**src/rtl/trds_pkg.sv**
```systemverilog
// Shared types and constants for the task ready/delay scheduler.
// Request and response payloads, the slot record kept in memory, and codes.
// No dependencies.
`default_nettype none

package trds_pkg;

  localparam int DEF_TASK_SLOTS  = 16;
  localparam int DEF_PRIO_LEVELS = 32;

  // Links hold a slot number or the null value TASK_SLOTS, up to 127 slots.
  localparam int LINK_W = 7;
  localparam int PRIO_W = 5;

  typedef enum logic [2:0] {
    OP_CREATE  = 3'd0,
    OP_DELAY   = 3'd1,
    OP_SUSPEND = 3'd2,
    OP_RESUME  = 3'd3,
    OP_TICK    = 3'd4
  } op_t;

  typedef enum logic [1:0] {
    STS_DONE    = 2'd0,
    STS_NO_SLOT = 2'd1,
    STS_IGNORED = 2'd2
  } status_t;

  typedef enum logic [1:0] {
    TS_SUSP  = 2'd0,
    TS_READY = 2'd1,
    TS_BLOCK = 2'd2
  } task_state_t;

  typedef struct packed {
    logic [2:0]  op;
    logic [3:0]  task_slot;
    logic [5:0]  prio;
    logic [31:0] ticks;
    logic [3:0]  running_slot;
    logic        running_valid;
  } req_t;

  typedef struct packed {
    logic [1:0]  status;
    logic [3:0]  new_slot;
    logic [31:0] ready_bitmap;
    logic        preempt_request;
    logic        yield_request;
    logic [15:0] woken_mask;
    logic [31:0] tick_total;
  } rsp_t;

  // One record per task slot. The delay is kept as an absolute wake time.
  typedef struct packed {
    logic [1:0]        state;
    logic [PRIO_W-1:0] prio;
    logic [LINK_W-1:0] rnext;
    logic [LINK_W-1:0] rprev;
    logic [LINK_W-1:0] dnext;
    logic [LINK_W-1:0] dprev;
    logic [31:0]       wake;
  } slot_rec_t;

  typedef struct packed {
    logic [LINK_W-1:0] head;
    logic [LINK_W-1:0] tail;
  } queue_ent_t;

  typedef struct packed {
    logic start;
    logic out_free;
  } eng_ctl_t;

  typedef struct packed {
    logic idle;
    logic done;
  } eng_sts_t;

endpackage

`default_nettype wire

```
**src/rtl/trds_engine.sv**
```systemverilog
// Command sequencer for the scheduler: slot record memory, queue head/tail
// memory and the list walks over them. Depends on trds_pkg.
`default_nettype none

module trds_engine
  import trds_pkg::*;
#(
  parameter int TASK_SLOTS  = DEF_TASK_SLOTS,
  parameter int PRIO_LEVELS = DEF_PRIO_LEVELS
) (
  input  wire logic     clk,
  input  wire logic     rst,
  input  wire eng_ctl_t ctl,
  input  wire req_t     req,
  output eng_sts_t      sts,
  output rsp_t          result
);

  localparam int SW = $clog2(TASK_SLOTS);
  localparam int PW = $clog2(PRIO_LEVELS);
  localparam logic [LINK_W-1:0] NIL = LINK_W'(TASK_SLOTS);

  typedef enum logic [27:0] {
    S_IDLE = 28'h0000001, S_RUN  = 28'h0000002, S_TGT  = 28'h0000004,
    S_A0   = 28'h0000008, S_A1   = 28'h0000010, S_A2   = 28'h0000020,
    S_R0   = 28'h0000040, S_R1   = 28'h0000080, S_R2   = 28'h0000100,
    S_R3   = 28'h0000200, S_R4   = 28'h0000400, S_R5   = 28'h0000800,
    S_D0   = 28'h0001000, S_D1   = 28'h0002000, S_D2   = 28'h0004000,
    S_D3   = 28'h0008000, S_I0   = 28'h0010000, S_I1   = 28'h0020000,
    S_I2   = 28'h0040000, S_I3   = 28'h0080000, S_I4   = 28'h0100000,
    S_I5   = 28'h0200000, S_TW0  = 28'h0400000, S_TW1  = 28'h0800000,
    S_TW2  = 28'h1000000, S_TW3  = 28'h2000000, S_WB   = 28'h4000000,
    S_FIN  = 28'h8000000
  } state_t;

  state_t st, after;

  // Memories, one read port with registered data and one write port each.
  slot_rec_t  smem [TASK_SLOTS];
  queue_ent_t qmem [PRIO_LEVELS];
  slot_rec_t  sm_q, sm_wdata;
  queue_ent_t qm_q, qm_wdata;
  logic [SW-1:0] sm_raddr, sm_waddr;
  logic [PW-1:0] qm_addr;
  logic sm_we, qm_we;

  always_ff @(posedge clk) begin
    if (sm_we) smem[sm_waddr] <= sm_wdata;
    sm_q <= smem[sm_raddr];
  end

  always_ff @(posedge clk) begin
    if (qm_we) qmem[qm_addr] <= qm_wdata;
    qm_q <= qmem[qm_addr];
  end

  // Control state.
  logic [TASK_SLOTS-1:0] used;
  logic [31:0]           prio_bitmap;
  logic [LINK_W-1:0]     delay_head;
  logic [31:0]           tick_counter;

  // Per-request working registers.
  req_t              rq;
  slot_rec_t         rec;
  queue_ent_t        qe;
  logic [SW-1:0]     sidx;
  logic [LINK_W-1:0] pv, cur;
  logic [PRIO_W-1:0] rs_prio;
  logic [1:0]        status;
  logic [3:0]        new_slot;
  logic              preempt, yield_req;
  logic [15:0]       woken;

  logic [LINK_W-1:0] tslot, rslot, s_link, in_rslot;
  logic              slot_ok, run_ok, is_running;
  logic              free_found;
  logic [SW-1:0]     free_idx;
  logic [PRIO_W-1:0] clamped;
  queue_ent_t        qcur;
  logic [31:0]       rem_cur;
  slot_rec_t         rec_tgt;

  assign tslot      = LINK_W'(rq.task_slot);
  assign rslot      = LINK_W'(rq.running_slot);
  assign in_rslot   = LINK_W'(req.running_slot);
  assign s_link     = LINK_W'(sidx);
  assign slot_ok    = (tslot < NIL) && used[tslot[SW-1:0]];
  assign run_ok     = rq.running_valid && (rslot < NIL) && used[rslot[SW-1:0]];
  assign is_running = run_ok && slot_ok && (tslot == rslot);
  assign clamped    = (7'(rq.prio) >= 7'(PRIO_LEVELS)) ? PRIO_W'(PRIO_LEVELS - 1)
                                                     : rq.prio[PRIO_W-1:0];
  assign qcur       = prio_bitmap[rec.prio] ? qm_q : '{head: NIL, tail: NIL};
  assign rem_cur    = sm_q.wake - tick_counter;
  assign qm_addr    = rec.prio[PW-1:0];

  always_comb begin
    free_found = 1'b0;
    free_idx   = '0;
    for (int i = TASK_SLOTS - 1; i >= 0; i--) begin
      if (!used[i]) begin
        free_found = 1'b1;
        free_idx   = SW'(i);
      end
    end
  end

  // Working record of the addressed slot as the command leaves it.
  always_comb begin
    rec_tgt = sm_q;
    case (rq.op)
      OP_CREATE: rec_tgt = '{state: TS_READY, prio: clamped, rnext: NIL, rprev: NIL,
                             dnext: NIL, dprev: NIL, wake: '0};
      OP_DELAY: begin
        rec_tgt.state = TS_BLOCK;
        rec_tgt.wake  = tick_counter + rq.ticks;
      end
      OP_SUSPEND: rec_tgt.state = TS_SUSP;
      OP_RESUME:  rec_tgt.state = TS_READY;
      default: ;
    endcase
  end

  // Memory port control by state.
  always_comb begin
    sm_we    = 1'b0;
    sm_waddr = sidx;
    sm_wdata = rec;
    sm_raddr = '0;
    qm_we    = 1'b0;
    qm_wdata = qe;
    case (st)
      S_IDLE: sm_raddr = in_rslot[SW-1:0];
      S_RUN:  sm_raddr = tslot[SW-1:0];
      S_A1: begin
        qm_we    = 1'b1;
        qm_wdata = (qcur.tail == NIL) ? '{head: s_link, tail: s_link}
                                      : '{head: qcur.head, tail: s_link};
        sm_raddr = qcur.tail[SW-1:0];
      end
      S_A2: begin
        sm_we          = 1'b1;
        sm_waddr       = pv[SW-1:0];
        sm_wdata       = sm_q;
        sm_wdata.rnext = s_link;
      end
      S_R1: sm_raddr = rec.rprev[SW-1:0];
      S_R2: begin
        sm_we          = 1'b1;
        sm_waddr       = rec.rprev[SW-1:0];
        sm_wdata       = sm_q;
        sm_wdata.rnext = rec.rnext;
      end
      S_R3: sm_raddr = rec.rnext[SW-1:0];
      S_R4: begin
        sm_we          = 1'b1;
        sm_waddr       = rec.rnext[SW-1:0];
        sm_wdata       = sm_q;
        sm_wdata.rprev = rec.rprev;
      end
      S_R5: qm_we = 1'b1;
      S_D0: sm_raddr = rec.dprev[SW-1:0];
      S_D1: begin
        sm_we          = 1'b1;
        sm_waddr       = rec.dprev[SW-1:0];
        sm_wdata       = sm_q;
        sm_wdata.dnext = rec.dnext;
      end
      S_D2: sm_raddr = rec.dnext[SW-1:0];
      S_D3: begin
        sm_we          = 1'b1;
        sm_waddr       = rec.dnext[SW-1:0];
        sm_wdata       = sm_q;
        sm_wdata.dprev = rec.dprev;
      end
      S_I0: sm_raddr = cur[SW-1:0];
      S_I2: sm_raddr = pv[SW-1:0];
      S_I3: begin
        sm_we          = 1'b1;
        sm_waddr       = pv[SW-1:0];
        sm_wdata       = sm_q;
        sm_wdata.dnext = s_link;
      end
      S_I4: sm_raddr = cur[SW-1:0];
      S_I5: begin
        sm_we          = 1'b1;
        sm_waddr       = cur[SW-1:0];
        sm_wdata       = sm_q;
        sm_wdata.dprev = s_link;
      end
      S_TW0: sm_raddr = delay_head[SW-1:0];
      S_TW3, S_WB: sm_we = 1'b1;
      default: ;
    endcase
  end

  always_ff @(posedge clk) begin
    if (rst) begin
      st           <= S_IDLE;
      after        <= S_WB;
      used         <= '0;
      prio_bitmap  <= '0;
      delay_head   <= NIL;
      tick_counter <= '0;
    end else begin
      case (st)
        S_IDLE: begin
          if (ctl.start) begin
            rq        <= req;
            status    <= STS_DONE;
            new_slot  <= '0;
            preempt   <= 1'b0;
            yield_req <= 1'b0;
            woken     <= '0;
            st        <= S_RUN;
          end
        end
        S_RUN: begin
          rs_prio <= sm_q.prio;
          st      <= S_TGT;
        end
        S_TGT: begin
          sidx <= (rq.op == OP_CREATE) ? free_idx : tslot[SW-1:0];
          rec  <= rec_tgt;
          case (rq.op)
            OP_CREATE: begin
              if (!free_found) begin
                status <= STS_NO_SLOT;
                st     <= S_FIN;
              end else begin
                used[free_idx] <= 1'b1;
                new_slot       <= 4'(LINK_W'(free_idx));
                preempt        <= run_ok && (clamped > rs_prio);
                after          <= S_WB;
                st             <= S_A0;
              end
            end
            OP_DELAY: begin
              if (!slot_ok || sm_q.state != TS_READY) begin
                status <= STS_IGNORED;
                st     <= S_FIN;
              end else begin
                yield_req <= is_running;
                if (rq.ticks == '0) begin
                  st <= S_FIN;
                end else begin
                  after <= S_I0;
                  st    <= S_R0;
                end
              end
            end
            OP_SUSPEND: begin
              if (!slot_ok) begin
                status <= STS_IGNORED;
                st     <= S_FIN;
              end else begin
                yield_req <= is_running;
                after     <= S_WB;
                if (sm_q.state == TS_READY) st <= S_R0;
                else if (sm_q.state == TS_BLOCK) st <= S_D0;
                else st <= S_WB;
              end
            end
            OP_RESUME: begin
              if (!slot_ok || sm_q.state != TS_SUSP) begin
                status <= STS_IGNORED;
                st     <= S_FIN;
              end else begin
                preempt <= run_ok && (sm_q.prio > rs_prio);
                after   <= S_WB;
                st      <= S_A0;
              end
            end
            OP_TICK: begin
              tick_counter <= tick_counter + 32'd1;
              st           <= S_TW0;
            end
            default: begin
              status <= STS_IGNORED;
              st     <= S_FIN;
            end
          endcase
        end
        // Append to the tail of the ready queue of rec.prio.
        S_A0: st <= S_A1;
        S_A1: begin
          rec.rnext <= NIL;
          rec.rprev <= qcur.tail;
          pv        <= qcur.tail;
          if (qcur.tail == NIL) begin
            prio_bitmap[rec.prio] <= 1'b1;
            st <= after;
          end else begin
            st <= S_A2;
          end
        end
        S_A2: st <= after;
        // Unlink from the ready queue.
        S_R0: st <= S_R1;
        S_R1: begin
          qe <= '{head: (rec.rprev == NIL) ? rec.rnext : qm_q.head, tail: qm_q.tail};
          st <= (rec.rprev == NIL) ? S_R3 : S_R2;
        end
        S_R2: st <= S_R3;
        S_R3: begin
          if (rec.rnext == NIL) begin
            qe.tail <= rec.rprev;
            st      <= S_R5;
          end else begin
            st <= S_R4;
          end
        end
        S_R4: st <= S_R5;
        S_R5: begin
          if (qe.head == NIL) prio_bitmap[rec.prio] <= 1'b0;
          rec.rnext <= NIL;
          rec.rprev <= NIL;
          st        <= after;
        end
        // Unlink from the delay list.
        S_D0: begin
          if (rec.dprev == NIL) begin
            delay_head <= rec.dnext;
            st         <= S_D2;
          end else begin
            st <= S_D1;
          end
        end
        S_D1: st <= S_D2;
        S_D2: begin
          if (rec.dnext == NIL) begin
            rec.dprev <= NIL;
            st        <= after;
          end else begin
            st <= S_D3;
          end
        end
        S_D3: begin
          rec.dnext <= NIL;
          rec.dprev <= NIL;
          st        <= after;
        end
        // Sorted insert: skip entries whose remaining time is not larger.
        S_I0: st <= (cur == NIL) ? S_I2 : S_I1;
        S_I1: begin
          if (rem_cur <= rq.ticks) begin
            pv  <= cur;
            cur <= sm_q.dnext;
            st  <= S_I0;
          end else begin
            st <= S_I2;
          end
        end
        S_I2: begin
          rec.dnext <= cur;
          rec.dprev <= pv;
          if (pv == NIL) begin
            delay_head <= s_link;
            st         <= S_I4;
          end else begin
            st <= S_I3;
          end
        end
        S_I3: st <= S_I4;
        S_I4: st <= (cur == NIL) ? S_WB : S_I5;
        S_I5: st <= S_WB;
        // Tick: wake expired tasks from the head of the delay list.
        S_TW0: st <= (delay_head == NIL) ? S_FIN : S_TW1;
        S_TW1: begin
          if (sm_q.wake == tick_counter) begin
            sidx  <= delay_head[SW-1:0];
            rec   <= sm_q;
            woken <= woken | (16'd1 << delay_head);
            after <= S_TW2;
            st    <= S_D0;
          end else begin
            st <= S_FIN;
          end
        end
        S_TW2: begin
          rec.state <= TS_READY;
          after     <= S_TW3;
          st        <= S_A0;
        end
        S_TW3: st <= S_TW0;
        S_WB:  st <= S_FIN;
        S_FIN: if (ctl.out_free) st <= S_IDLE;
        default: st <= S_IDLE;
      endcase
      if (st == S_IDLE || st == S_TGT) begin
        pv  <= NIL;
        cur <= delay_head;
      end
    end
  end

  assign sts.idle = (st == S_IDLE);
  assign sts.done = (st == S_FIN) && ctl.out_free;

  assign result.status          = status;
  assign result.new_slot        = new_slot;
  assign result.ready_bitmap    = prio_bitmap;
  assign result.preempt_request = preempt;
  assign result.yield_request   = yield_req;
  assign result.woken_mask      = woken;
  assign result.tick_total      = tick_counter;

endmodule

`default_nettype wire

```
**src/rtl/task_ready_delay_scheduler_unit.sv**
```systemverilog
// Top level of the task ready/delay scheduler: request intake, response
// register and the command engine. Depends on trds_pkg and trds_engine.
//
//   channel   direction  handshake             payload
//   request   in         req_valid/req_stall   req (req_t)
//   response  out        rsp_valid/rsp_stall   rsp (rsp_t)
//
// One request is worked at a time. From acceptance to the response, a delay
// takes longer the more delay-list entries it passes, and a tick the more
// tasks it wakes; the engine goes back to idle after each request. The slot
// record memory port, read once per entry a delay walk passes and read and
// written once per neighbour whose link is updated, sets the pace.
// After reset the block is idle and takes a request at once; no memory sweep.
// A finished response waits in its register while the next request starts.
`default_nettype none

module task_ready_delay_scheduler_unit
  import trds_pkg::*;
#(
  parameter int TASK_SLOTS  = DEF_TASK_SLOTS,
  parameter int PRIO_LEVELS = DEF_PRIO_LEVELS
) (
  input  wire logic clk,
  input  wire logic rst,
  input  wire logic req_valid,
  output logic      req_stall,
  input  wire req_t req,
  output logic      rsp_valid,
  input  wire logic rsp_stall,
  output rsp_t      rsp
);

  eng_ctl_t ctl;
  eng_sts_t sts;
  rsp_t     result;

  assign req_stall    = !sts.idle;
  assign ctl.start    = req_valid && sts.idle;
  assign ctl.out_free = !rsp_valid || !rsp_stall;

  trds_engine #(
    .TASK_SLOTS (TASK_SLOTS),
    .PRIO_LEVELS(PRIO_LEVELS)
  ) u_engine (
    .clk   (clk),
    .rst   (rst),
    .ctl   (ctl),
    .req   (req),
    .sts   (sts),
    .result(result)
  );

  always_ff @(posedge clk) begin
    if (rst) begin
      rsp_valid <= 1'b0;
    end else if (sts.done) begin
      rsp_valid <= 1'b1;
    end else if (!rsp_stall) begin
      rsp_valid <= 1'b0;
    end
  end

  always_ff @(posedge clk) begin
    if (sts.done) rsp <= result;
  end

endmodule

`default_nettype wire

```
**config.mk**
```make
export PLATFORM = sky130hd
export DESIGN_NAME = task_ready_delay_scheduler_unit
export DESIGN_NICKNAME = d
export VERILOG_FILES = /design/src/rtl/trds_pkg.sv /design/src/rtl/trds_engine.sv /design/src/rtl/task_ready_delay_scheduler_unit.sv
export SDC_FILE = /design/constraint.sdc
export NUM_CORES = 2
export LEC_CHECK = 0
export ABC_AREA = 0
export BUFFER_PORTS_ARGS = -buffer_cell sky130_fd_sc_hd__buf_2
export CAP_MARGIN = 0
export CORE_ASPECT_RATIO = 0.9
export CORE_MARGIN = 1.5
export CORE_UTILIZATION = 63
export DETAILED_ROUTE_END_ITERATION = 10
export PLACE_DENSITY = 0.81
export SLEW_MARGIN = 25
export SYNTH_ARGS = -nofsm -noshare
export SYNTH_HDL_FRONTEND = slang
export SYNTH_SLANG_ARGS = --single-unit
export TNS_END_PERCENT = 5
```
**constraint.sdc**
```tcl
create_clock -name clk -period 15.6 [get_ports clk]
set_input_delay 0 -clock clk [delete_from_list [all_inputs] [get_ports clk]]
set_output_delay 0 -clock clk [all_outputs]
set_load 0.02 [all_outputs]
```
-- Word level (Yosys, flattened, before mapping)
Memory sizes are Yosys's and may differ from the RTL's. A register that Yosys moved wholly into a read port is not among the register bits.
Index checks and enable logic that the tools add are counted.
- reductions and logical operators: 63
- equality and inequality tests: 72
- magnitude comparators: 12
- bitwise logic cells: 6
- $add $sub $neg: 3
- muxes and demuxes: 138
- shift-type cells: 1
- operators with widths (cell ; count):
    28-bit case mux with 26 select lines ; 1
    28-bit two-way mux ; 18
    67-bit case mux with 7 select lines ; 1
    32-bit case mux with 2 select lines ; 3
    28-bit case mux with 5 select lines ; 1
    28-bit case mux with 4 select lines ; 1
    4-bit two-way mux ; 21
    28-bit case mux with 3 select lines ; 1
    67-bit two-way mux ; 1
    32-bit two-way mux ; 2
    7-bit by 5-bit == test with 1-bit output, second input constant ; 9
    7-bit two-way mux ; 9
    14-bit case mux with 4 select lines ; 1
    27-bit two-way mux ; 2
    14-bit two-way mux ; 3
    7-bit case mux with 2 select lines ; 3
    4-bit case mux with 10 select lines ; 1
    19-bit two-way mux ; 2
    7-bit case mux with 5 select lines ; 1
    1-bit two-way mux ; 34
    33-bit two-way mux ; 1
    3-bit AND reduction ; 11
    32-bit by 1-bit adder with 32-bit output, second input constant ; 1
    32-bit adder ; 1
    92 further kinds ; 166
- memories: 2
- input bits: 54
- bits in registers: 410
- bits in writable memories: 1520
- logic and storage cells: 335
- output and inout bits: 90
- memory list (name ; depth ; bits a word ; rd ports ; clocked after memory_dff ; wr ports ; line ; text):
    u_engine.smem ; 16 ; 67 ; 1 ; 1 ; 1 ; trds_engine.sv:39 ; slot_rec_t smem [TASK_SLOTS];
    u_engine.qmem ; 32 ; 14 ; 1 ; 1 ; 1 ; trds_engine.sv:40 ; queue_ent_t qmem [PRIO_LEVELS];

-- Longest topological paths before layout
- depth in word-level cells: 21
- gate-level depth with buffers: 23
- mapped depth without buffers: 23

-- Hierarchy
A second synthesis with hierarchy kept.
- cell total of the unflattened synthesis: 5126
- area total of the unflattened synthesis: 81657.1 um^2
- by module, submodules not included (module ; seq. area each (um^2) ; times used ; cells each ; area each (um^2)):
    trds_engine ; 54992.7 ; 1 ; 5032 ; 78972.0
    task_ready_delay_scheduler_unit ; 2662.6 ; 1 ; 94 ; 2685.1

-- Worst setup path after synthesis
OpenSTA, ideal clock, no wires.
- path kind: reg2reg
- start: reg u_engine.st[24]
- end: mem u_engine.smem[3][0] (netlist bit), enable pin
- stages on the path, launching flop included: 13
- slack: 7.956 ns
- setup time: 0.574 ns
- period minus slack after synthesis: 7.644 ns
- buffers on the path: 2
- data required time: 15.026 ns
- arrival time: 7.070 ns
- cell sequence: dfxtp_1 nor4_4 nand4_4 nor3_4 and3_1 clkbuf_1 nor3_1 and3_1 clkbuf_1 nand4b_1 o21ai_1 nand2_1 nor3_1
- cells in the longest elaborated chain, start to end: 5
- elaborated cells on any way between the ends: 15
- classes of those cells: eq/ne: 9; mux: 4; reduce/logical: 2
- ends and longest elaborated chain (what ; line ; text):
    start, declared ; trds_engine.sv:36 ; state_t st, after;
    start signal, assigned ; trds_engine.sv:292 ; st <= after;
    start signal, assigned ; trds_engine.sv:297 ; S_A2: st <= after;
    start signal, assigned ; trds_engine.sv:302 ; st <= (rec.rprev == NIL) ? S_R3 : S_R2;
    28-bit by 6-bit == test with 1-bit output (tied with other cells) ; trds_engine.sv:132 ; case (st)
    9-bit OR reduction (no source line) ; n/a ;
    1-bit two-way mux ; trds_engine.sv:132 ;
    1-bit two-way mux ; trds_engine.sv:48 ; if (sm_we) smem[sm_waddr] <= sm_wdata;
    1-bit two-way mux (not written as such) ; trds_engine.sv:48 ;
    end, declared ; trds_engine.sv:39 ;
Parallel ways exist; a longest one is shown, timed or not.

-- Final worst setup path
- start: reg u_engine.rec, in the netlist u_engine.qm_addr[1]
- end: reg, netlist name u_engine.sm_q[10]
- cells in the longest elaborated chain, start to end: 4
- ends and longest elaborated chain (what ; line ; text):
    start, declared ; trds_engine.sv:65 ; slot_rec_t rec;
    start signal, assigned ; trds_engine.sv:224 ; rec <= rec_tgt;
    start signal, assigned ; trds_engine.sv:372 ; rec <= sm_q;
    1-bit binary-select mux with 5-bit select ; trds_engine.sv:93 ; assign qcur = prio_bitmap[rec.prio] ? qm_q : '{head: NIL, tail: NIL};
    1-bit two-way mux (not written as such) ; trds_engine.sv:93 ;
    14-bit two-way mux ; trds_engine.sv:93 ;
    4-bit case mux with 10 select lines ; trds_engine.sv:132 ;
No other way between the ends. The select of a mux whose other input is x is not followed.
A chain may end at the register's enable or synchronous reset.

==> impl_metrics.yaml <==
setup_path:
  worstPathArrival_ns: 7.05
  cp_num_cells: 11
  cpMostUsedCell: "buf_4"
  critPathTopFamily: "buffers and inverters"
  cp-startpoint: "u_engine.qm_addr[1]"
  endpoint: "u_engine.sm_q[10]"
  cp-end-kind: "flop"
  reg2reg_to: "u_engine.sm_q[10]"
  required_ns: 16.27
  crit_type: "flop to flop"
  crit_slowest_cell: "a221o_4"
  reg2reg_from: "u_engine.qm_addr[1]"
  cp_max_fo: 52
  r2r_slack_ns: 9.22
  cp_slowest_stage_delay_ns: 0.93
  r2r_cells: 11
  crit_buf_inv: 3
  start_kind: "flop"
  path_cells: "buf_4, nor2b_1, nand3_1, nand4_1, a211oi_2, a21oi_2, a221o_4, buf_4, buf_4, mux2i_1, mux2i_1"
finish:
  drive_above_1_share: 0.1416
  nNetsFinal: 5677
  insertedDiodeCount: 0
  final_common_cell: "edfxtp_1"
  final_cell_mix: "1786 x edfxtp_1, 1026 x mux2i_1, 251 x nor2_1"
  synthToLayoutAreaGrowth_pct: 11.40
sta:
  final.setup.tns_ns: 0
  worst_pin_slew_ns: 1.196
  setup_viol: 0
  min_period_over_period: 0.4088
  worst_slack_ns: 9.223
  grt_setup_unrepaired: "no"
  slew_violations: 0
  max_slew_margin: 0.2025
  finalHoldViolations: 0
  clock_skew_ns: 0.03172
  fmax_mhz: 156.8
  period_minus_slack_ns: 6.377
detailed_routing:
  drtAntennaViolNets: 0
  wl_mm: 212.9
  dr.pass1.iters: 8
  drc: 0
  num_vias: 48720
  wire_per_inst_um: 28.76
  vias_per_cell: 6.584
  drtIter0Drc: 5373
clock_tree:
  cts_tree: "built"
  insertion_delay_ns: 0.84
  ctsHoldBuffers: 104
  root_buffer: "clkbuf_16"
  clockBufferDepth: 3
  cts_setup_buffers: 0
  cts_made_buffers: 182
  cts_max_level: 4
  clock-sinks: 1987
  cts.clk_slew.worst_paths_ns: 0.06
  cts_resized: 0
place:
  hpwl_mm: 122.6
  io_buffers: 143
  place_ws_ns: 9.440
  place_congestion: 0.9715
worst_hold_path:
  hold_path_class: "input pin to flop"
yosys:
  synth.ff_latch_count: 1987
  synth_cells: 5193
  syn_nets: 5357
  synth_warnings: 0
  synth-edff-count: 1786
  ys_types: 96
  syn_avg_cell_area_um2: 16.16
  netlist_area_mm2: 0.08390
  yosysSeqAreaShare: 0.6872
  synthArstFlopShare: 0
  synthFlopType: "edfxtp_1"
run_status:
  status: "completed"
floorplanning:
  die_y_um: 349.2
  start_util: 0.6373
  placementRows: 126
  die_w_um: 387.7
  io_pins: 144
  die-area_mm2: 0.1354
  core_region_area_mm2: 0.1316
grt:
  gr-total-overflow: 0
  grt_pass1_wl_mm: 312.7
  antenna_found_initial: 2
  grt_max_degree: 138
  grtUsageTotal: 0.3131
  grt_pass1_vias: 48350
power_and_ir_drop:
  power_density_mw_per_mm2: 123.1
  ir_drop_mv: 0.1327
  p_leak_nw: 33.33
run:
  cap_violations: 0
==> stage by stage <==
| step | instance area (um2) | util | cells | total power (W) | hold WS, ns |
|---|---|---|---|---|---|
| detailed placement | 86280 | 0.6554 | 6953 | 0.007000 | 0.1781 |
| CTS | 93440 | 0.7098 | 7400 | 0.01152 | 0.1120 |
| global placement | 86260 | 0.6553 | 6952 | 0.006982 | 0.1759 |
| floorplan | 83900 | - | 5193 | 0.006766 | 0.09887 |
| global route | 93460 | 0.7100 | 7400 | 0.01179 | 0.1659 |
| finish | 93460 | 0.7100 | 7400 | 0.01150 | 0.1653 |
==> routing by layer <==
metal,share of wire,wire length (um),track usage
met5,0.00013,27,0
met2,0.49,104800,0.5159
met3,0.079,16780,0.04700
met4,0.051,10890,0.1595
met1,0.38,80380,0.4084
==> cell usage after synthesis (all sizes together), types with 17 or more instances <==
| library cell | n | area [um2] |
|---|---|---|
| mux2 | 66 | 747.0 |
| dfxtp | 201 | 4024 |
| nand2b | 32 | 200.2 |
| xnor2 | 69 | 604.3 |
| nand3 | 56 | 280.3 |
| a211oi | 17 | 132.6 |
| a31oi | 17 | 106.4 |
| or3 | 17 | 106.4 |
| a22oi | 73 | 548.0 |
| nor2 | 269 | 1012 |
| mux4 | 122 | 2748 |
| and3 | 18 | 112.6 |
| buf | 146 | 1363 |
| clkbuf | 87 | 349.1 |
| a21oi | 156 | 784.5 |
| nor4 | 42 | 420.4 |
| and2 | 27 | 168.9 |
| a21o | 27 | 202.7 |
| inv | 109 | 409.1 |
| nor2b | 34 | 212.7 |
| ha | 108 | 1351 |
| mux2i | 1027 | 10280 |
| nand4 | 51 | 346.6 |
| edfxtp | 1786 | 53630 |
| nand2 | 231 | 877.1 |
| a22o | 38 | 332.8 |
| nor3 | 80 | 416.7 |
| xor2 | 17 | 148.9 |
| o21ai | 93 | 465.4 |
| o21a | 21 | 157.7 |
==> kinds of logic after synthesis <==
logic type                 after synthesis  share of synthesized area
muxes                                 1215                     0.1642
buffers and inverters                  342                    0.02528
and+or+nand+nor                        926                    0.05637
adders and majority gates              110                    0.01658
AOI/OAI and AO/OA                      527                    0.04136
DFF                                   1987                     0.6872
xor gates and xnor gates                86                   0.008978
==> tightest hold or removal path, stage by stage <==
cell,delay [ns]
dlygate4sd3_1,0.53
buf_2,0.14
nand2_1,0.16
a21oi_1,0.09
==> where the power goes <==
part	internal (W)	switching, W	total (W)
logic	0.000458	0.000562	0.00102
clock network	0.00259	0.00198	0.00457
registers	0.00580	0.000115	0.00591
total	0.00885	0.00266	0.0115
==> how the worst min path moves through the flow <==
| stage | start | end | cells after the start | slack, ns |
|---|---|---|---|---|
| global route | rsp_stall | rsp_valid | 4 | 0.17 |
| floorplan | req[0] | u_engine.rq[0] | 0 | 0.1 |
| CTS | rsp_stall | rsp_valid | 4 | 0.11 |
| global placement | req[13] | u_engine.rq[13] | 1 | 0.18 |
| detailed placement | req[14] | u_engine.rq[14] | 1 | 0.18 |
| finish | rsp_stall | rsp_valid | 4 | 0.17 |
==> state kept, by name, summed over array words and instances (netlist names), named ones only <==
| name | flops |
|---|---|
| u_engine.rq | 50 |
| u_engine.qm_q | 14 |
| u_engine.qe | 14 |
| u_engine.preempt | 1 |
| u_engine.sidx | 4 |
| rsp_valid | 1 |
| u_engine.delay_head | 7 |
| u_engine.cur | 7 |
| u_engine.qmem | 448 |
| u_engine.status | 2 |
| u_engine.tick_counter | 32 |
| u_engine.yield_req | 1 |
| u_engine.smem | 1072 |
| u_engine.new_slot | 4 |
| u_engine.st | 28 |
| u_engine.sm_q | 67 |
| u_engine.qm_addr | 5 |
| rsp | 88 |
| u_engine.after | 4 |
| u_engine.woken | 16 |
| u_engine.rs_prio | 5 |
| u_engine.used | 16 |
| u_engine.pv | 7 |
| u_engine.rec | 62 |
==> final cells by class <==
cell class	count	area, um2
inverter	109	409.1
tap	1728	2162
fill	8039	38180
multi-input combinational	2864	24380
clock buffer	261	5186
timing repair buffer	369	2731
sequential	1987	57660
clock inverter	82	934.6
Power figures use the tool's default switching activity.
